[config.mk]
export PLATFORM = sky130hd
export DESIGN_NAME = expression_token_lexer
export DESIGN_NICKNAME = d
export VERILOG_FILES = /design/src/etl_pkg.sv /design/src/etl_front.sv /design/src/etl_fifo.sv /design/src/etl_back.sv /design/src/expression_token_lexer.sv
export SDC_FILE = /design/constraint.sdc
export NUM_CORES = 1
export LEC_CHECK = 0
export ABC_AREA = 1
export BUFFER_PORTS_ARGS = -buffer_cell sky130_fd_sc_hd__buf_4
export CAP_MARGIN = 0
export CORE_MARGIN = 3
export CORE_UTILIZATION = 60
export CTS_CLUSTER_DIAMETER = 200
export DETAILED_ROUTE_END_ITERATION = 10
export HOLD_SLACK_MARGIN = 0.1
export PLACE_DENSITY = 0.77
export SKIP_CTS_REPAIR_TIMING = 1
export SLEW_MARGIN = 20
export SYNTH_ARGS = -nofsm -noshare
export SYNTH_HDL_FRONTEND = slang
export SYNTH_SLANG_ARGS = --single-unit
[constraint.sdc]
create_clock -name clock -period 14.4 [get_ports clock]
set_input_delay 0.72 -clock clock [delete_from_list [all_inputs] [get_ports clock]]
set_output_delay 0.72 -clock clock [all_outputs]
set_load 0.05 [all_outputs]
[src/etl_pkg.sv]
// ----------------------------------------------------------------------------
// etl_pkg
// Types, character codes and lookup functions shared by the token lexer.
// ----------------------------------------------------------------------------
`default_nettype none

package etl_pkg;

   localparam int MAX_LEN  = 1024;
   localparam int POS_BITS = $clog2(MAX_LEN + 1);
   // Position counter is at least as wide as the token length field.
   localparam int POS_W    = (POS_BITS > 11) ? POS_BITS : 11;

   localparam int FIFO_DEPTH = 4;
   localparam int FIFO_AW    = $clog2(FIFO_DEPTH);

   localparam logic [7:0] CH_MINUS  = 8'h2D;
   localparam logic [7:0] CH_POINT  = 8'h2E;
   localparam logic [7:0] CH_LPAREN = 8'h28;
   localparam logic [7:0] CH_RPAREN = 8'h29;
   localparam logic [7:0] CH_SLASH  = 8'h2F;
   localparam logic [7:0] CH_PLUS   = 8'h2B;
   localparam logic [7:0] CH_STAR   = 8'h2A;
   localparam logic [7:0] CH_PCT    = 8'h25;
   localparam logic [7:0] CH_CARET  = 8'h5E;
   localparam logic [7:0] CH_BANG   = 8'h21;

   typedef enum logic [2:0] {
      KIND_NUMBER, KIND_VARIABLE, KIND_FUNCTION, KIND_OPERATOR,
      KIND_LPAREN, KIND_RPAREN, KIND_ERROR, KIND_END
   } kind_type;

   typedef enum logic [2:0] {
      OP_ADD, OP_SUB, OP_MUL, OP_DIV, OP_MOD, OP_POW, OP_FACT, OP_IDIV
   } op_type;

   typedef enum logic [1:0] {
      ERR_NONE, ERR_POINT, ERR_CHAR, ERR_LONG
   } err_type;

   typedef struct packed {
      kind_type    kind;
      op_type      op;
      logic [2:0]  prec;
      logic        ra;
      logic [9:0]  start;
      logic [10:0] len;
      err_type     err;
   } token_type;

   // Results of one accepted character: up to two tokens, in order.
   typedef struct packed {
      logic [1:0]      cnt;
      token_type [1:0] tok;
   } bundle_type;

   function automatic logic is_blank(input logic [7:0] c);
      return (c == 8'd32) || (c >= 8'd9 && c <= 8'd13);
   endfunction

   function automatic logic is_digit(input logic [7:0] c);
      return c >= 8'd48 && c <= 8'd57;
   endfunction

   function automatic logic is_letter(input logic [7:0] c);
      return (c >= 8'd65 && c <= 8'd90) || (c >= 8'd97 && c <= 8'd122);
   endfunction

   function automatic logic [2:0] op_prec(input op_type op);
      case (op)
         OP_ADD, OP_SUB:                  return 3'd1;
         OP_MUL, OP_DIV, OP_MOD, OP_IDIV: return 3'd2;
         OP_POW:                          return 3'd3;
         OP_FACT:                         return 3'd4;
         default:                         return 3'd0;
      endcase
   endfunction

   function automatic token_type make_tok(input kind_type kind, input op_type op,
                                          input logic [9:0] start,
                                          input logic [10:0] len, input err_type err);
      token_type t;
      t.kind  = kind;
      t.op    = (kind == KIND_OPERATOR) ? op : OP_ADD;
      t.prec  = (kind == KIND_OPERATOR) ? op_prec(op) : 3'd0;
      t.ra    = (kind == KIND_OPERATOR) && (op == OP_POW || op == OP_FACT);
      t.start = start;
      t.len   = len;
      t.err   = err;
      return t;
   endfunction

endpackage

`default_nettype wire

[src/etl_front.sv]
// ----------------------------------------------------------------------------
// etl_front
// Character classifier and lexer state; turns each character into 0-2 tokens.
// ----------------------------------------------------------------------------
`default_nettype none

module etl_front import etl_pkg::*; (
   input  wire logic       clock,
   input  wire logic       reset,
   input  wire logic       req_valid,
   output logic            req_ready,
   input  wire logic [7:0] req_ch,
   input  wire logic       req_end_of_expr,
   input  wire logic       q_full,
   output logic            q_push,
   output bundle_type      q_data
);

   typedef enum logic [2:0] {
      MODE_IDLE, MODE_NUM, MODE_ID, MODE_IDW, MODE_SLASH, MODE_ERR
   } mode_type;

   mode_type          mode_ff, mode_in;
   logic              seen_ff, seen_in;
   logic [9:0]        start_ff, start_in;
   logic [10:0]       len_ff, len_in;
   logic [POS_W-1:0]  pos_ff, pos_in;
   logic              unary_ff, unary_in;

   logic              fire;
   logic              do_flush, do_idle;
   logic [1:0]        k;
   bundle_type        bnd;
   logic [9:0]        p10;

   assign req_ready = !q_full;
   assign fire      = req_valid && req_ready;
   assign p10       = pos_ff[9:0];

   always_comb begin
      mode_in  = mode_ff;
      seen_in  = seen_ff;
      start_in = start_ff;
      len_in   = len_ff;
      pos_in   = pos_ff;
      unary_in = unary_ff;
      do_flush = 1'b0;
      do_idle  = 1'b0;
      k        = 2'd0;
      bnd      = '0;

      if (fire) begin
         if (req_end_of_expr) begin
            do_flush = (mode_ff != MODE_ERR);
         end else if (mode_ff == MODE_ERR) begin
            // locked: drop the character
         end else if (pos_ff >= POS_W'(MAX_LEN)) begin
            mode_in = MODE_ERR;
            bnd.tok[k[0]] = make_tok(KIND_ERROR, OP_ADD, p10, 11'd0, ERR_LONG);
            k = k + 2'd1;
         end else begin
            pos_in = pos_ff + POS_W'(1);
            case (mode_ff)
               MODE_NUM: begin
                  if (is_digit(req_ch)) begin
                     len_in = len_ff + 11'd1;
                  end else if (req_ch == CH_POINT) begin
                     if (seen_ff) begin
                        mode_in = MODE_ERR;
                        bnd.tok[k[0]] = make_tok(KIND_ERROR, OP_ADD, p10, 11'd1, ERR_POINT);
                        k = k + 2'd1;
                     end else begin
                        seen_in = 1'b1;
                        len_in  = len_ff + 11'd1;
                     end
                  end else begin
                     do_flush = 1'b1;
                     do_idle  = 1'b1;
                  end
               end
               MODE_ID, MODE_IDW: begin
                  if (mode_ff == MODE_ID && is_letter(req_ch)) begin
                     len_in = len_ff + 11'd1;
                  end else if (is_blank(req_ch)) begin
                     mode_in = MODE_IDW;
                  end else if (req_ch == CH_LPAREN) begin
                     bnd.tok[k[0]] = make_tok(KIND_FUNCTION, OP_ADD, start_ff, len_ff,
                                              ERR_NONE);
                     k = k + 2'd1;
                     bnd.tok[k[0]] = make_tok(KIND_LPAREN, OP_ADD, p10, 11'd1, ERR_NONE);
                     k = k + 2'd1;
                     mode_in  = MODE_IDLE;
                     unary_in = 1'b1;
                  end else begin
                     do_flush = 1'b1;
                     do_idle  = 1'b1;
                  end
               end
               MODE_SLASH: begin
                  if (req_ch == CH_SLASH) begin
                     bnd.tok[k[0]] = make_tok(KIND_OPERATOR, OP_IDIV, start_ff, 11'd2,
                                              ERR_NONE);
                     k = k + 2'd1;
                     mode_in  = MODE_IDLE;
                     unary_in = 1'b1;
                  end else begin
                     do_flush = 1'b1;
                     do_idle  = 1'b1;
                  end
               end
               default: begin
                  do_idle = 1'b1;
               end
            endcase
         end
      end

      // Emit the pending token before whatever the new character starts.
      if (do_flush) begin
         case (mode_ff)
            MODE_NUM: begin
               bnd.tok[k[0]] = make_tok(KIND_NUMBER, OP_ADD, start_ff, len_ff, ERR_NONE);
               k = k + 2'd1;
               unary_in = 1'b0;
            end
            MODE_ID, MODE_IDW: begin
               bnd.tok[k[0]] = make_tok(KIND_VARIABLE, OP_ADD, start_ff, len_ff, ERR_NONE);
               k = k + 2'd1;
               unary_in = 1'b0;
            end
            MODE_SLASH: begin
               bnd.tok[k[0]] = make_tok(KIND_OPERATOR, OP_DIV, start_ff, 11'd1, ERR_NONE);
               k = k + 2'd1;
               unary_in = 1'b1;
            end
            default: begin
            end
         endcase
         mode_in = MODE_IDLE;
      end

      if (do_idle) begin
         mode_in = MODE_IDLE;
         if (is_blank(req_ch)) begin
            // advance the position only
         end else if (is_digit(req_ch) || (req_ch == CH_MINUS && unary_in)) begin
            mode_in  = MODE_NUM;
            start_in = p10;
            len_in   = 11'd1;
            seen_in  = 1'b0;
         end else if (is_letter(req_ch)) begin
            mode_in  = MODE_ID;
            start_in = p10;
            len_in   = 11'd1;
            seen_in  = 1'b0;
         end else if (req_ch == CH_SLASH) begin
            mode_in  = MODE_SLASH;
            start_in = p10;
            len_in   = 11'd1;
            seen_in  = 1'b0;
         end else if (req_ch == CH_LPAREN) begin
            bnd.tok[k[0]] = make_tok(KIND_LPAREN, OP_ADD, p10, 11'd1, ERR_NONE);
            k = k + 2'd1;
            unary_in = 1'b1;
         end else if (req_ch == CH_RPAREN) begin
            bnd.tok[k[0]] = make_tok(KIND_RPAREN, OP_ADD, p10, 11'd1, ERR_NONE);
            k = k + 2'd1;
            unary_in = 1'b0;
         end else if (req_ch == CH_PLUS || req_ch == CH_MINUS || req_ch == CH_STAR ||
                      req_ch == CH_PCT || req_ch == CH_CARET || req_ch == CH_BANG) begin
            case (req_ch)
               CH_PLUS:  bnd.tok[k[0]] = make_tok(KIND_OPERATOR, OP_ADD, p10, 11'd1, ERR_NONE);
               CH_MINUS: bnd.tok[k[0]] = make_tok(KIND_OPERATOR, OP_SUB, p10, 11'd1, ERR_NONE);
               CH_STAR:  bnd.tok[k[0]] = make_tok(KIND_OPERATOR, OP_MUL, p10, 11'd1, ERR_NONE);
               CH_PCT:   bnd.tok[k[0]] = make_tok(KIND_OPERATOR, OP_MOD, p10, 11'd1, ERR_NONE);
               CH_CARET: bnd.tok[k[0]] = make_tok(KIND_OPERATOR, OP_POW, p10, 11'd1, ERR_NONE);
               default:  bnd.tok[k[0]] = make_tok(KIND_OPERATOR, OP_FACT, p10, 11'd1, ERR_NONE);
            endcase
            k = k + 2'd1;
            unary_in = 1'b1;
         end else begin
            mode_in = MODE_ERR;
            bnd.tok[k[0]] = make_tok(KIND_ERROR, OP_ADD, p10, 11'd1, ERR_CHAR);
            k = k + 2'd1;
         end
      end

      if (fire && req_end_of_expr) begin
         bnd.tok[k[0]] = make_tok(KIND_END, OP_ADD, p10, 11'd0, ERR_NONE);
         k = k + 2'd1;
         mode_in  = MODE_IDLE;
         seen_in  = 1'b0;
         start_in = '0;
         len_in   = '0;
         pos_in   = '0;
         unary_in = 1'b1;
      end

      bnd.cnt = k;
   end

   assign q_push = fire && (k != 2'd0);
   assign q_data = bnd;

   always_ff @(posedge clock) begin
      if (reset) begin
         mode_ff  <= MODE_IDLE;
         seen_ff  <= 1'b0;
         start_ff <= '0;
         len_ff   <= '0;
         pos_ff   <= '0;
         unary_ff <= 1'b1;
      end else begin
         mode_ff  <= mode_in;
         seen_ff  <= seen_in;
         start_ff <= start_in;
         len_ff   <= len_in;
         pos_ff   <= pos_in;
         unary_ff <= unary_in;
      end
   end

endmodule

`default_nettype wire

[src/etl_fifo.sv]
// ----------------------------------------------------------------------------
// etl_fifo
// Short queue of per-character token bundles between front and back.
// ----------------------------------------------------------------------------
`default_nettype none

module etl_fifo import etl_pkg::*; (
   input  wire logic        clock,
   input  wire logic        reset,
   input  wire logic        push,
   input  wire bundle_type  push_data,
   input  wire logic        pop,
   output logic             full,
   output logic             empty,
   output bundle_type       head
);

   bundle_type             mem_ff [FIFO_DEPTH];
   logic [FIFO_AW-1:0]     wr_ff, rd_ff;
   logic [FIFO_AW:0]       count_ff, count_in;
   logic                   do_push, do_pop;

   assign full    = (count_ff == (FIFO_AW+1)'(FIFO_DEPTH));
   assign empty   = (count_ff == '0);
   assign head    = mem_ff[rd_ff];
   assign do_push = push && !full;
   assign do_pop  = pop && !empty;

   always_comb begin
      count_in = count_ff;
      if (do_push && !do_pop) begin
         count_in = count_ff + (FIFO_AW+1)'(1);
      end else if (do_pop && !do_push) begin
         count_in = count_ff - (FIFO_AW+1)'(1);
      end
   end

   always_ff @(posedge clock) begin
      if (do_push) begin
         mem_ff[wr_ff] <= push_data;
      end
   end

   always_ff @(posedge clock) begin
      if (reset) begin
         wr_ff    <= '0;
         rd_ff    <= '0;
         count_ff <= '0;
      end else begin
         count_ff <= count_in;
         if (do_push) begin
            wr_ff <= wr_ff + FIFO_AW'(1);
         end
         if (do_pop) begin
            rd_ff <= rd_ff + FIFO_AW'(1);
         end
      end
   end

endmodule

`default_nettype wire

[src/etl_back.sv]
// ----------------------------------------------------------------------------
// etl_back
// Output stage: takes bundles from the queue and sends one token per cycle while the receiver is ready.
// ----------------------------------------------------------------------------
`default_nettype none

module etl_back import etl_pkg::*; (
   input  wire logic        clock,
   input  wire logic        reset,
   input  wire logic        q_empty,
   input  wire bundle_type  q_head,
   output logic             q_pop,
   output logic             rsp_valid,
   input  wire logic        rsp_ready,
   output logic [2:0]       rsp_token_kind,
   output logic [2:0]       rsp_op_code,
   output logic [2:0]       rsp_precedence,
   output logic             rsp_right_assoc,
   output logic [9:0]       rsp_start_pos,
   output logic [10:0]      rsp_token_len,
   output logic [1:0]       rsp_error_code,
   output logic             rsp_last_in_run
);

   bundle_type  hold_ff;
   logic        valid_ff;
   logic        idx_ff;
   logic        last;
   logic        load;
   token_type   cur;

   assign cur  = hold_ff.tok[idx_ff];
   assign last = (hold_ff.cnt == 2'd1) || idx_ff;
   // Refill when empty or when the final token of the bundle leaves.
   assign load  = (!valid_ff || (rsp_ready && last)) && !q_empty;
   assign q_pop = load;

   always_ff @(posedge clock) begin
      if (load) begin
         hold_ff <= q_head;
      end
   end

   always_ff @(posedge clock) begin
      if (reset) begin
         valid_ff <= 1'b0;
         idx_ff   <= 1'b0;
      end else if (load) begin
         valid_ff <= 1'b1;
         idx_ff   <= 1'b0;
      end else if (valid_ff && rsp_ready) begin
         if (last) begin
            valid_ff <= 1'b0;
            idx_ff   <= 1'b0;
         end else begin
            idx_ff <= 1'b1;
         end
      end
   end

   assign rsp_valid       = valid_ff;
   assign rsp_token_kind  = cur.kind;
   assign rsp_op_code     = cur.op;
   assign rsp_precedence  = cur.prec;
   assign rsp_right_assoc = cur.ra;
   assign rsp_start_pos   = cur.start;
   assign rsp_token_len   = cur.len;
   assign rsp_error_code  = cur.err;
   assign rsp_last_in_run = last;

endmodule

`default_nettype wire

[src/expression_token_lexer.sv]
// Path: a character's tokens are registered in the bundle queue and then in the
// output hold register. Throughput: one character per cycle while the queue is
// not full; the output side sends one token per cycle while the receiver is ready.
// A four-entry bundle queue absorbs bursts of two-token characters and output stalls.
// Reset clears lexer state, queue pointers and output valid; no clearing pass.
// ----------------------------------------------------------------------------
// expression_token_lexer
// Streaming tokenizer for calculator expressions, one character per transaction.
// ----------------------------------------------------------------------------
`default_nettype none

module expression_token_lexer import etl_pkg::*; (
   input  wire logic        clock,
   input  wire logic        reset,
   input  wire logic        req_valid,
   output logic             req_ready,
   input  wire logic [7:0]  req_ch,
   input  wire logic        req_end_of_expr,
   output logic             rsp_valid,
   input  wire logic        rsp_ready,
   output logic [2:0]       rsp_token_kind,
   output logic [2:0]       rsp_op_code,
   output logic [2:0]       rsp_precedence,
   output logic             rsp_right_assoc,
   output logic [9:0]       rsp_start_pos,
   output logic [10:0]      rsp_token_len,
   output logic [1:0]       rsp_error_code,
   output logic             rsp_last_in_run
);

   logic        q_full, q_empty, q_push, q_pop;
   bundle_type  q_data, q_head;

   etl_front u_front (
      .clock           (clock),
      .reset           (reset),
      .req_valid       (req_valid),
      .req_ready       (req_ready),
      .req_ch          (req_ch),
      .req_end_of_expr (req_end_of_expr),
      .q_full          (q_full),
      .q_push          (q_push),
      .q_data          (q_data)
   );

   etl_fifo u_fifo (
      .clock     (clock),
      .reset     (reset),
      .push      (q_push),
      .push_data (q_data),
      .pop       (q_pop),
      .full      (q_full),
      .empty     (q_empty),
      .head      (q_head)
   );

   etl_back u_back (
      .clock           (clock),
      .reset           (reset),
      .q_empty         (q_empty),
      .q_head          (q_head),
      .q_pop           (q_pop),
      .rsp_valid       (rsp_valid),
      .rsp_ready       (rsp_ready),
      .rsp_token_kind  (rsp_token_kind),
      .rsp_op_code     (rsp_op_code),
      .rsp_precedence  (rsp_precedence),
      .rsp_right_assoc (rsp_right_assoc),
      .rsp_start_pos   (rsp_start_pos),
      .rsp_token_len   (rsp_token_len),
      .rsp_error_code  (rsp_error_code),
      .rsp_last_in_run (rsp_last_in_run)
   );

endmodule

`default_nettype wire

Yosys cells after proc, flatten, opt, wreduce, memory -nomap -nowiden
Memories as Yosys holds them, arrays and structs flattened. A register that Yosys moved wholly into a read port is not among the register bits.
Cells that the tools add are included.
{"block": "op_classes", "n_addsub": 9, "magnitude_cmp": 16, "n_eq_ne": 27, "mux": 216, "bitwise": 4, "n_reduce_logical": 52}
{"op": "two-way mux 66 bit", "count": 16}
{"op": "bitwise mux 66 bit", "count": 13}
{"op": "two-way mux 33 bit", "count": 11}
{"op": "case mux 66 bit (5 select lines)", "count": 1}
{"op": "two-way mux 3 bit", "count": 78}
{"op": "case mux 66 bit (3 select lines)", "count": 1}
{"op": "two-way mux 11 bit", "count": 13}
{"op": "demux 33 bit (select 1 bit)", "count": 3}
{"op": "case mux 33 bit (3 select lines)", "count": 1}
{"op": "equality test 8 x 6 -> 1 bit, second input constant", "count": 10}
{"op": "two-way mux 1 bit", "count": 51}
{"op": "two-way mux 2 bit", "count": 17}
{"op": "two-way mux 32 bit", "count": 1}
{"op": "two-way mux 10 bit", "count": 3}
{"op": "adder 11 x 1 -> 11 bit, second input constant", "count": 2}
{"op": "case mux 11 bit (2 select lines)", "count": 1}
{"op": "logical AND 1 bit", "count": 19}
{"op": "greater-or-equal comparator 8 x 7 -> 1 bit, second input constant", "count": 2}
{"op": "<= comparator 8 x 7 -> 1 bit, second input constant", "count": 2}
{"op": "!= test 5 x 1 -> 1 bit, second input constant", "count": 3}
{"op": "greater-or-equal comparator 11 bit, second input constant", "count": 1}
{"op": "adder 2 x 1 -> 2 bit, second input constant", "count": 5}
{"op": "logical OR 1 bit", "count": 10}
{"op": "!= test 5 x 2 -> 1 bit, second input constant", "count": 2}
{"op": "other kinds (34)", "count": 58}
{"block": "totals", "reg_bits": 46, "ramBits": 272, "in_bits": 13, "out_inout_bits": 36, "elab_cells": 336, "memories": 1}
{"memory": "u_fifo.mem_ff", "depth": 4, "word_bits": 68, "rd": 1, "rd_clocked_by_memory_dff": 1, "write_ports": 1, "line": "etl_fifo.sv:18", "text": "bundle_type mem_ff [FIFO_DEPTH];"}

Longest topological paths before layout
Gate-level depths: netlist of run 1.
{"block": "logic_depth", "depth_word": 29, "depth_mapped": 25, "depth_no_buf": 25}

Cells and area by module
Synthesis of run 1 repeated with hierarchy kept, for this count alone.
{"block": "unflattened", "hier_cells": 1592, "hier_area_um2": 16953.8}
{"mod": "etl_fifo", "instances": 1, "cells_each": 727, "area_per_inst_um2": 10547.6, "seq_area_each_um2": 8348.0}
{"mod": "etl_front", "instances": 1, "cells_each": 674, "area_per_inst_um2": 3812.4, "seq_area_each_um2": 740.7}
{"mod": "etl_back", "instances": 1, "cells_each": 191, "area_per_inst_um2": 2593.7, "seq_area_each_um2": 2082.0}

Least setup slack after synthesis of run 1
Ideal clock, no wire load.
{"block": "synth_timing", "kind": "flip-flop to flip-flop", "start": "reg u_back.idx_ff", "end": "reg u_fifo.count_ff[1]", "setup_ns": 0.120, "t_arrival_ns": 5.311, "required_time_ns": 14.280, "slack_ns": 8.969, "path_stages_with_launch": 14, "path_buffers": 1, "synth_period_minus_slack_ns": 5.431, "path_cell_list": "dfxtp_1 > clkbuf_1 > a21oi_1 > inv_1 > nand2_1 > nand2_1 > inv_1 > nor2_1 > inv_1 > ha_1 > inv_1 > fa_1 > o21ai_0 > a21oi_1"}
{"block": "synth_via", "elab_chain_len": 8, "word_cells_on_any_way": 10, "cone_classes": "mux (1); reduce/logical (9)"}
{"item": "start, declared", "line": "etl_back.sv:27", "text": "logic idx_ff;"}
{"item": "start signal, assigned", "line": "etl_back.sv:47", "text": "idx_ff <= 1'b0;"}
{"item": "start signal, assigned", "line": "etl_back.sv:50", "text": "idx_ff <= 1'b0;"}
{"item": "start signal, assigned", "line": "etl_back.sv:54", "text": "idx_ff <= 1'b0;"}
{"item": "logical OR 1 bit", "line": "etl_back.sv:33", "text": "assign last = (hold_ff.cnt == 2'd1) || idx_ff;"}
{"item": "net rsp_last_in_run", "line": "expression_token_lexer.sv:28", "text": "output logic rsp_last_in_run"}
{"item": "logical AND 1 bit", "line": "etl_back.sv:35", "text": "assign load = (!valid_ff || (rsp_ready && last)) && !q_empty;"}
{"item": "logical OR 1 bit", "line": "etl_back.sv:35"}
{"item": "logical AND 1 bit", "line": "etl_back.sv:35"}
{"item": "net q_pop", "line": "expression_token_lexer.sv:31", "text": "logic q_full, q_empty, q_push, q_pop;"}
{"item": "logical AND 1 bit", "line": "etl_fifo.sv:27", "text": "assign do_pop = pop && !empty;"}
{"item": "zero test 1 bit", "line": "etl_fifo.sv:31", "text": "if (do_push && !do_pop) begin"}
{"item": "logical AND 1 bit", "line": "etl_fifo.sv:31"}
{"item": "two-way mux 3 bit", "line": "etl_fifo.sv:31"}
{"item": "net u_fifo.count_in[1]", "line": "etl_fifo.sv:20", "text": "logic [FIFO_AW:0] count_ff, count_in;"}
{"item": "end signal, assigned", "line": "etl_fifo.sv:50", "text": "count_ff <= count_in;"}
{"item": "end, declared", "line": "etl_fifo.sv:20"}
The timed path passes the listed nets, and every way through them passes these cells.
A chain may end at the register's enable or synchronous reset.

Worst setup path after layout of run 1
{"block": "layout_timing", "start": "reg u_fifo.count_ff[0]", "end": "mem u_fifo.mem_ff[0][54] in the netlist's numbering, enable pin"}
{"block": "layout_via", "elab_chain_len": 20, "word_cells_on_any_way": 28, "cone_classes": "add/sub (3); eq/ne (1); mux (16); reduce/logical (8)"}
{"item": "equality test 3 bit *", "line": "etl_fifo.sv:23", "text": "assign full = (count_ff == (FIFO_AW+1)'(FIFO_DEPTH));"}
{"item": "zero test 1 bit *", "line": "etl_front.sv:36, etl_fifo.sv:26"}
{"item": "logical AND 1 bit", "line": "etl_front.sv:37", "text": "assign fire = req_valid && req_ready;"}
{"item": "two-way mux 2 bit", "line": "etl_front.sv:52", "text": "if (fire) begin"}
{"item": "adder 2 x 1 -> 2 bit", "line": "etl_front.sv:123, etl_front.sv:128, etl_front.sv:133"}
{"item": "two-way mux 2 bit"}
{"item": "two-way mux 2 bit", "line": "etl_front.sv:119", "text": "if (do_flush) begin"}
{"item": "adder 2 x 1 -> 2 bit"}
{"item": "[... 5 more ...]"}
{"item": "adder 2 x 1 -> 2 bit", "line": "etl_front.sv:190", "text": "k = k + 2'd1;"}
{"item": "two-way mux 2 bit", "line": "etl_front.sv:188", "text": "if (fire && req_end_of_expr) begin"}
{"item": "nonzero test 2 bit", "line": "etl_front.sv:202", "text": "assign q_push = fire && (k != 2'd0);"}
{"item": "logical AND 1 bit", "line": "etl_front.sv:202"}
{"item": "logical AND 1 bit *", "line": "etl_fifo.sv:26", "text": "assign do_push = push && !full;"}
{"item": "net u_fifo.do_push", "line": "etl_fifo.sv:21", "text": "logic do_push, do_pop;"}
{"item": "two-way mux 1 bit *", "line": "etl_fifo.sv:39", "text": "if (do_push) begin"}
{"item": "two-way mux 1 bit (not written as such) *", "line": "etl_fifo.sv:40", "text": "mem_ff[wr_ff] <= push_data;"}
{"item": "end, declared", "line": "etl_fifo.sv:18"}
Mark *: on every way through the listed nets, which the timed path passes. The rest lies on a longest branch.

==> run summary, run 1 <==
post-synthesis mux area share -> 0%
WL met3 -> 2.503 mm
Post-Synthesis Mean Instance Area -> 10.81 µm²
final WL -> 36.60 mm
metal2 WL -> 17.22 mm
Layout Nets -> 1615
R2R Setup Slk -> 10.62 ns
layout cell share with drive strength beyond 1 -> 11.55%
post-synthesis cell area -> 16360 µm²
sequential share of the synthesized area -> 67.13%
Critical Path End Type -> register
Finished Core Util -> 69.35%
dpl ws -> 10.52 ns
Post-synth top flop -> edfxtp_1
Setup TNS -> 0 ns
Detailed Place HPWL -> 22.27 mm
CTS tree -> done
ANT nets after route -> 0
non-filler cells, final -> 1954
largest family of logic cells by synthesized area -> simple AND/OR/NAND/NOR gates
DIE HEIGHT -> 171.1 µm
WP data required -> 14.54 ns
Initial Utilization -> 61.90%
Clock Skew -> 0.03344 ns
Root Buffer -> clkbuf_16
PwrDens -> 201.8 nW/µm²
Clock Path Buffers -> 3
simple logic cell fraction of the synthesized area -> 15.89%
top routing layer in use -> met5
Yosys cell types -> 48
CORE AREA -> 26430 µm²
Max Slew Vio Count -> 0
global-route wire length before repair -> 57.66 mm
LEAKAGE -> 6.746 nW
Synth Area in Compound Gates -> 11.69%
synth warn -> 0
chip width -> 171.1 µm
clock sink count -> 381
ant diodes -> 0
cell count after synthesis -> 1513
worst vdd ir -> 0.0001217 V
vias -> 11430
Period Utilization, post-route -> 26.22%
worst slew pin tran -> 1.018 ns
Detailed Route Iter0 Violations -> 1272
antenna violations before repair -> 1
GRT Total Usage -> 25.07%
Finished Cell Area -> 18330 µm²
Synth Area in XOR/XNOR -> 0.1606%
critical path arrival -> 3.91 ns
run status -> complete, no violations
GRT overflow -> 0
post-placement cell area -> 17160 µm²
crit path time final -> 3.776 ns
post-placement cell count -> 1889
final setup violating endpoints -> 0
RePlAce Congestion -> 0.9501
Num CTS Buffers -> 37
Clock transition at path regs -> 0.06 ns
H-tree levels -> 2
vias per cell -> 5.851
die area -> 29280 µm²
number of flops mapped to enable cells by yosys -> 335
max-cap violations -> 0
CP max FO -> 67
final worst slack -> 10.62 ns
total power draw -> 3.698 mW
Min-Delay Path Class -> input port to register
Clk Latency, worst-skew pair -> 0.53 ns
DRC -> 0
Synth Register Bits -> 381
largest net degree at the start of global routing -> 95
worst hold slack -> 0.4500 ns
WS Path Type -> register to register
f_max -> 264.8 MHz
routed len/inst -> 18.73 µm
IO Pins -> 49
Final Hold Fails -> 0
Routed met1 length -> 16.29 mm
relative slew slack -> 32.14%
synth-to-layout area growth -> 12.05%
row cnt -> 59
Post-Synth Adder-Cell Area -> 0.7343%
vias in the first global route -> 10940
Pre-antenna DRT Iters -> 6
Async SR Flop Fraction -> 0%
Worst setup SP type -> register
IO buf count -> 48
RSZ-0062 raised after global routing -> no
## Yosys cell counts, types with 3 or more instances
cell      number  area share (%)
edfxtp_1     335              61
nand2_1      232             5.3
nor2_1       217             5.0
o21ai_0      190             5.8
inv_1        111             2.5
o22ai_1       77             2.9
a21oi_1       55             1.7
clkbuf_1      50             1.1
dfxtp_1       46             5.6
nand3_1       42             1.3
nor3_1        25            0.76
inv_2         16            0.37
nor2_2        14            0.54
nand2_2       12            0.46
a22oi_1       10            0.46
ha_1           8            0.61
nand2_4        7            0.48
nand4_1        6            0.23
nor2_4         6            0.41
o21ai_1        5            0.15
clkinv_1       4           0.092
a31oi_1        3            0.11
buf_1          3           0.069
buf_2          3           0.092
nor3_4         3            0.30
nor4_1         3            0.11
## cell families (layout without fill, tap and decap cells)
kind of cell	after synthesis	in the layout
simple gates	581	581
flops	381	381
compound gates	350	350
buf+inv	188	255
fa+ha+maj	9	9
xor+xnor	3	3
other cells	1	40
## layer usage
| metal | vias to the layer above | global-route usage, % |
|---|---|---|
| met3 | 56 | 3.697 |
| met4 | 2 | 5.843 |
| met2 | 447 | 40.61 |
| met5 | - | 0 |
| li1 | 5435 | - |
| met1 | 5493 | 36.59 |
## critical path: stages (launching register included)
cell and delay (ns):
dfxtp_1 0.38, inv_1 0.08, nand3_1 0.15, nand2_1 0.17
nor2_1 0.24, nand2_1 0.37, clkinv_1 0.36, nand3b_2 0.17
nor2_4 0.20, nand3_4 0.15, nand4_2 0.19, nand2_1 0.09
inv_2 0.05, buf_4 0.74
## placed cells by master (no fill, tap or decap), types with 3 or more instances in the layout
| master | synthesis | final |
|---|---|---|
| nand2_1 | 232 | 232 |
| nand2_2 | 12 | 12 |
| clkinv_2 | 0 | 7 |
| buf_4 | 0 | 59 |
| clkbuf_1 | 50 | 5 |
| nand4_1 | 6 | 6 |
| clkbuf_16 | 0 | 38 |
| a21oi_1 | 55 | 55 |
| nor2_4 | 6 | 7 |
| nand3_1 | 42 | 42 |
| o21ai_1 | 5 | 5 |
| conb_1 | 1 | 40 |
| dfxtp_1 | 46 | 44 |
| nor3_1 | 25 | 25 |
| nor2_2 | 14 | 14 |
| a31oi_1 | 3 | 3 |
| inv_1 | 111 | 106 |
| o22ai_1 | 77 | 77 |
| inv_2 | 16 | 20 |
| clkinv_1 | 4 | 12 |
| a22oi_1 | 10 | 10 |
| bufinv_16 | 0 | 3 |
| o21ai_0 | 190 | 190 |
| edfxtp_1 | 335 | 335 |
| ha_1 | 8 | 8 |
| nor3_4 | 3 | 3 |
| nor2_1 | 217 | 216 |
| nand2_4 | 7 | 7 |
| nor4_1 | 3 | 3 |
## power breakdown
| group | internal, mW | total, mW | switching, mW | leakage (nW) |
|---|---|---|---|---|
| clock network | 0.542 | 0.938 | 0.395 | 0.571 |
| registers | 1.54 | 1.64 | 0.102 | 3.42 |
| logic | 0.287 | 1.12 | 0.832 | 2.75 |
| total | 2.37 | 3.70 | 1.33 | 6.75 |
## path summary, 6_finish.rpt
check,from,cells after the start,end
hold reg to reg,u_front.start_ff[0]$_SDFFE_PP0P_,2,u_front.start_ff[0]$_SDFFE_PP0P_
hold / removal,reset,2,u_fifo.wr_ff[1]$_SDFFE_PP0P_
setup / recovery,u_fifo.count_ff[0]$_SDFFE_PP0P_,13,u_fifo.mem_ff[0][54]$_DFFE_PP_
setup reg to reg,u_fifo.count_ff[0]$_SDFFE_PP0P_,13,u_fifo.mem_ff[0][54]$_DFFE_PP_
## area by class of cell
| type | instances | area (µm²) |
|---|---|---|
| clock buffers | 44 | 983.4 |
| clock inverters | 21 | 190.2 |
| fillers | 1904 | 8099 |
| inverters | 131 | 493.0 |
| multi-input cells | 983 | 4815 |
| flip-flops and latches | 381 | 10990 |
| well taps | 335 | 419.2 |
| repair buffers | 59 | 442.9 |
## state kept, by name (all words and copies together), names as in the netlist
name              cells
u_fifo.mem_ff       268
u_back.hold_ff       67
u_front.len_ff       11
u_front.pos_ff       11
u_front.start_ff     10
u_fifo.count_ff       3
u_front.mode_ff       3
u_fifo.rd_ff          2
u_fifo.wr_ff          2
u_back.idx_ff         1
u_back.rsp_valid      1
u_front.seen_ff       1
u_front.unary_ff      1
(Power assumes the default switching activity.)
==> run 2, diff against run 1 <==
--- a/config.mk
+++ b/config.mk
@@ -5,7 +5,7 @@
 export SDC_FILE = /design/constraint.sdc
 export NUM_CORES = 1
 export LEC_CHECK = 0
-export ABC_AREA = 1
+export ABC_AREA = 0
 export BUFFER_PORTS_ARGS = -buffer_cell sky130_fd_sc_hd__buf_4
 export CAP_MARGIN = 0
 export CORE_MARGIN = 3
==> constraint.sdc (replaced) <==
create_clock -name clock -period 3.8 [get_ports clock]
set_input_delay 0.19 -clock clock [delete_from_list [all_inputs] [get_ports clock]]
set_output_delay 0.19 -clock clock [all_outputs]
set_load 0.05 [all_outputs]
==> run 2 against run 1 <==
Routed wire length decreased by 15%. Clock-buffer cell count up 12. Area after synthesis is 4.1% lower. Flip-flop and latch count is the same. Cell count shrank 27%. Global-route usage is 2.6 points lower. Hold slack worse by 0.27 ns. Sequential share of layout area increased by 1.0 points. Critical path type unchanged. Critical endpoint is now u_fifo.mem_ff[3][63]$_DFFE_PP_. Largest power group unchanged.
==> run summary, run 2 <==
met1 usage -> 31.66%
share of the synthesized area in the top cell type -> 64.15%
die area -> 28110 µm²
simple logic cell fraction of the synthesized area -> 7.835%
Comb power frac -> 27.4%
Initial Utilization -> 61.74%
Period Utilization, post-route -> 89.29%
f_max -> 294.7 MHz
Pre-antenna DRT Iters -> 5
Clock Skew -> 0.01408 ns
Num CTS Buffers -> 39
CTS tree -> done
global-route wire length before repair -> 48.98 mm
DIE HEIGHT -> 167.7 µm
Synth Area in XOR/XNOR -> 1.340%
DRC -> 0
ANT nets after route -> 0
Clock power frac -> 27.2%
synth-to-layout area growth -> 14.96%
Final Hold Fails -> 0
post-placement cell area -> 16800 µm²
total power draw -> 13.28 mW
Setup TNS -> 0 ns
synth warn -> 0
PwrDens -> 736.8 nW/µm²
LEAKAGE -> 6.136 nW
Detailed Route Iter0 Violations -> 851
max-cap violations -> 0
worst hold slack -> 0.1827 ns
crit path time final -> 3.393 ns
r2r worst-path depth -> 10
Root Buffer -> clkbuf_16
Synth Area in Compound Gates -> 5.290%
H-tree levels -> 2
Max Slew Vio Count -> 0
most frequent cells in the layout -> edfxtp_1 (335), buf_4 (78), mux4_2 (67)
relative slew slack -> 27.95%
chip width -> 167.7 µm
vias per cell -> 5.977
layout cell share with drive strength beyond 1 -> 25.64%
Clk Latency, worst-skew pair -> 0.51 ns
worst vdd ir -> 0.0007315 V
final worst slack -> 0.4071 ns
Critical Path Source -> u_fifo.count_ff[0]$_SDFFE_PP0P_
Largest regs -> u_fifo.mem_ff x268, u_back.hold_ff x67
Hold Path Depth -> 4
largest family of logic cells by synthesized area -> multiplexers
Yosys cell types -> 71
critical path arrival -> 3.66 ns
Post-Synth Adder-Cell Area -> 0.7660%
Finished Core Util -> 70.98%
IO buf count -> 48
largest net degree at the start of global routing -> 70
global route hottest layer -> met2
routed len/inst -> 21.87 µm
met2 Track Usage GR -> 36.93%
post-synthesis cell area -> 15680 µm²
final setup violating endpoints -> 0
commonest non-fill, non-tap cell in the layout -> edfxtp_1
Clock transition at path regs -> 0.06 ns
Post-synth top flop -> edfxtp_1
Layout Nets -> 1086
dpl ws -> 0.4332 ns
Async SR Flop Fraction -> 0%
number of flops mapped to enable cells by yosys -> 335
ant diodes -> 0
WP data required -> 4.07 ns
Critical Path End Type -> register
RSZ-0062 raised after global routing -> no
Min-Delay Path Class -> input port to register
largest register by flop count -> u_fifo.mem_ff
Worst setup SP type -> register
Detailed Place HPWL -> 19.02 mm
cell taking the most area after synthesis -> edfxtp_1
most common cell in the netlist -> edfxtp_1
switching power share of the total -> 30.61%
vias in the first global route -> 8683
GRT Total Usage -> 22.44%
Clock Path Buffers -> 3
row cnt -> 58
NetSw -> 4.065 mW
RePlAce Congestion -> 0.9127
post-synthesis mux area share -> 12.89%
CP max FO -> 17
WS Path Type -> register to register
antenna violations before repair -> 0
Post-Synthesis Mean Instance Area -> 16.68 µm²
sequential share of the synthesized area -> 70.02%
post-placement cell count -> 1351
Synth Register Bits -> 381
GRT overflow -> 0
Commonest cells post-synth -> edfxtp_1 (335), mux4_2 (67), nand2_1 (61), nor2_1 (50), dfxtp_1 (46)
internal power -> 9.217 mW
max reg flops -> 268
CORE AREA -> 25400 µm²
largest cells by area after synthesis -> edfxtp_1 (64%), mux4_2 (9.6%), dfxtp_1 (5.9%)
R2R Setup Slk -> 0.41 ns
worst hold start -> req_valid
final WL -> 31.10 mm
met3 Use GR -> 3.376%
Finished Cell Area -> 18030 µm²
cell count after synthesis -> 940
vias -> 8499
worst slew pin tran -> 1.081 ns
IO Pins -> 49
reg2reg start -> u_fifo.count_ff[0]$_SDFFE_PP0P_
run status -> complete, no violations
non-filler cells, final -> 1422
Seq pwr share -> 45.5%
clock sink count -> 381
==> run 2: final cells by class <==
type / count / area (µm²)
clock buffers: 56 / 1091
repair buffers: 86 / 725.7
clock inverters: 13 / 120.1
flip-flops and latches: 381 / 10990
well taps: 330 / 412.9
inverters: 25 / 93.84
fillers: 1616 / 7372
multi-input cells: 531 / 4597
==> run 2: power by group through the flow <==
stage | clock network (mW) | logic [mW] | registers (mW)
6_report | 3.61 | 3.63 | 6.04
5_1_grt | 3.86 | 3.87 | 6.11
4_1_cts | 3.69 | 3.68 | 6.05
3_5_place_dp | 0 | 3.66 | 6.11
3_3_place_gp | 0 | 3.62 | 6.05
2_1_floorplan | 0 | 2.67 | 5.96
==> run 2: worst paths after layout <==
path                                      endpoint
setup / recovery    u_fifo.mem_ff[3][63]$_DFFE_PP_
hold / removal     u_front.mode_ff[0]$_SDFFE_PP0P_
setup reg to reg    u_fifo.mem_ff[3][63]$_DFFE_PP_
hold reg to reg   u_front.start_ff[3]$_SDFFE_PP0P_
==> run 2: layer usage <==
| layer | wire (µm) | vias to the layer above | share of wire [%] |
|---|---|---|---|
| met1 | 13120 | 4293 | 42 |
| met4 | 724 | 0 | 2.3 |
| met5 | 0 | - | 0 |
| met3 | 1726 | 60 | 5.5 |
| li1 | - | 3867 | - |
| met2 | 15530 | 279 | 50 |
==> run 2: worst max-delay path: stages (launching register included) <==
cell and delay, ns:
dfxtp_1 0.37, nor3b_2 0.34, inv_1 0.15, nand3_1 0.22, nor2_1 0.14, a211o_1 0.32
a31o_2 0.25, o211ai_4 0.11, buf_4 0.27, nand3_1 0.46, o21ai_0 0.52
==> run 2: cell families after synthesis <==
family                   after synthesis
other                                  1
XOR/XNOR                              24
AND/OR/NAND/NOR                      236
adder cells (fa/ha/maj)                9
buffers and inverters                 67
AO/OA/AOI/OAI                        108
flip-flops                           381
multiplexers                         114
==> run 3, diff against run 2 <==
--- a/config.mk
+++ b/config.mk
@@ -5,7 +5,8 @@
 export SDC_FILE = /design/constraint.sdc
 export NUM_CORES = 1
 export LEC_CHECK = 0
-export ABC_AREA = 0
+export ABC_AREA = 1
+export ABC_CLOCK_PERIOD_IN_PS = 3800
 export BUFFER_PORTS_ARGS = -buffer_cell sky130_fd_sc_hd__buf_4
 export CAP_MARGIN = 0
 export CORE_MARGIN = 3
==> run 3 against run 2 <==
Worst setup slack improved by 0.14 ns. Die area rose by 4.2%. Combinational power rose by 22%. Largest power group unchanged. Highest routed layer unchanged.
==> run summary, run 3 (synthesized netlist as in run 1, its figures left out) <==
commonest non-fill, non-tap cell in the layout -> edfxtp_1
CORE AREA -> 26430 µm²
max reg flops -> 268
Setup TNS -> 0 ns
dpl ws -> 0.5860 ns
DRC -> 0
critical path arrival -> 3.71 ns
GRT overflow -> 0
Seq pwr share -> 42.3%
Clock Path Buffers -> 3
chip width -> 171.1 µm
final worst slack -> 0.5488 ns
final WL -> 36.93 mm
ant diodes -> 0
r2r worst-path depth -> 19
internal power -> 9.387 mW
register area -> 10990 µm²
Worst setup SP type -> register
vias -> 11590
IO Pins -> 49
R2R Setup Slk -> 0.55 ns
Num CTS Buffers -> 38
routed len/inst -> 18.70 µm
vias per cell -> 5.868
GRT Total Usage -> 25.27%
LEAKAGE -> 6.908 nW
Clock transition at path regs -> 0.06 ns
crit path time final -> 3.251 ns
Root Buffer -> clkbuf_16
WHS Endpoint -> u_front.seen_ff$_SDFF_PP0_
WS Path Type -> register to register
area occupied by multi-input gates -> 4815 µm²
filler cell count -> 1849
worst vdd ir -> 0.0007189 V
non-filler cells, final -> 1975
Critical Path End Type -> register
row cnt -> 59
CP max FO -> 11
RSZ-0062 raised after global routing -> no
H-tree levels -> 2
NetSw -> 5.131 mW
max-cap violations -> 0
RePlAce Congestion -> 0.9546
Initial Utilization -> 61.90%
Hold Path Depth -> 4
synth-to-layout area growth -> 14.46%
worst hold slack -> 0.1093 ns
most frequent cells in the layout -> edfxtp_1 (335), nand2_1 (232), nor2_1 (216)
Detailed Place HPWL -> 22.95 mm
Detailed Route Iter0 Violations -> 1334
Min-Delay Path Class -> input port to register
f_max -> 307.6 MHz
worst hold start -> req_end_of_expr
reg2reg start -> u_fifo.count_ff[1]$_SDFFE_PP0P_
Finished Core Util -> 70.85%
Largest regs -> u_fifo.mem_ff x268, u_back.hold_ff x67
antenna violations before repair -> 0
Clock power frac -> 27.2%
relative slew slack -> 34.47%
final setup violating endpoints -> 0
layout cell share with drive strength beyond 1 -> 12.56%
Max Slew Vio Count -> 0
IO buf count -> 48
largest register by flop count -> u_fifo.mem_ff
switching power share of the total -> 35.34%
vias in the first global route -> 10960
Final Hold Fails -> 0
Clock Skew -> 0.01502 ns
post-placement cell count -> 1902
Layout Nets -> 1632
die area -> 29280 µm²
Period Utilization, post-route -> 85.56%
largest net degree at the start of global routing -> 129
Comb power frac -> 30.4%
worst slew pin tran -> 0.9829 ns
R2R Path End -> u_fifo.count_ff[2]$_SDFFE_PP0P_
ANT nets after route -> 0
DIE HEIGHT -> 171.1 µm
PwrDens -> 775.4 nW/µm²
global-route wire length before repair -> 57.99 mm
WP data required -> 4.26 ns
run status -> complete, no violations
clock sink count -> 381
Clk Latency, worst-skew pair -> 0.53 ns
CTS tree -> done
Pre-antenna DRT Iters -> 5
==> run 3: power groups by stage <==
stage | Sequential [mW] | Combinational, mW | Clock (mW)
after floorplan | 6.10 | 3.08 | 0
after global placement | 6.19 | 4.30 | 0
after detailed placement | 6.22 | 4.39 | 0
after CTS | 6.15 | 4.40 | 3.99
after global routing | 6.23 | 4.80 | 4.15
final | 6.15 | 4.42 | 3.95
==> run 3: layer usage <==
layer	vias to the layer above	track usage (%)	share of wire, %
met5	-	0	0
met4	0	7.873	2.0
met3	67	3.743	8.1
met2	513	39.49	46
met1	5526	37.29	44
li1	5484	-	-
==> run 3: worst max path at each step <==
stage               depth (start not counted)                            start                              end
finish                                     19  u_fifo.count_ff[1]$_SDFFE_PP0P_  u_fifo.count_ff[2]$_SDFFE_PP0P_
global route                               20  u_fifo.count_ff[1]$_SDFFE_PP0P_  u_fifo.count_ff[2]$_SDFFE_PP0P_
CTS                                        19  u_fifo.count_ff[1]$_SDFFE_PP0P_  u_fifo.count_ff[2]$_SDFFE_PP0P_
detailed placement                         19  u_fifo.count_ff[1]$_SDFFE_PP0P_  u_fifo.count_ff[2]$_SDFFE_PP0P_
global placement                           19  u_fifo.count_ff[1]$_SDFFE_PP0P_  u_fifo.count_ff[2]$_SDFFE_PP0P_
floorplan                                  13  u_fifo.count_ff[1]$_SDFFE_PP0P_    u_fifo.mem_ff[0][0]$_DFFE_PP_
==> run 3: layout make-up <==
cell class / instances / share of cell area (%)
inverter: 131 / 2.713
multi-input combinational: 983 / 25.72
clock buffer: 49 / 5.466
timing repair buffer: 75 / 3.582
tap: 335 / 2.239
clock inverter: 21 / 1.611
sequential: 381 / 58.67
==> run 3: critical path, stage by stage, from the launching register on <==
cell	delay (ns)
dfxtp_1	0.38
inv_1	0.07
nand3_1	0.14
nand2_1	0.17
nor2_1	0.23
nand2_1	0.16
buf_4	0.21
clkinv_1	0.09
nand3b_2	0.14
nor2_4	0.21
nand3_4	0.15
nand4_2	0.19
ha_1	0.20
inv_1	0.07
fa_1	0.38
nor2_1	0.11
nor2_1	0.04
nand2_1	0.07
o21ai_0	0.07
a21oi_1	0.11
==> run 3: through the flow <==
stage                     area [µm²]  power, mW
after detailed placement       17370      10.62
after CTS                      18690      14.54
after global placement         17370      10.49
after floorplan                16530      9.178
after global routing           18720      15.19
final                          18720      14.52
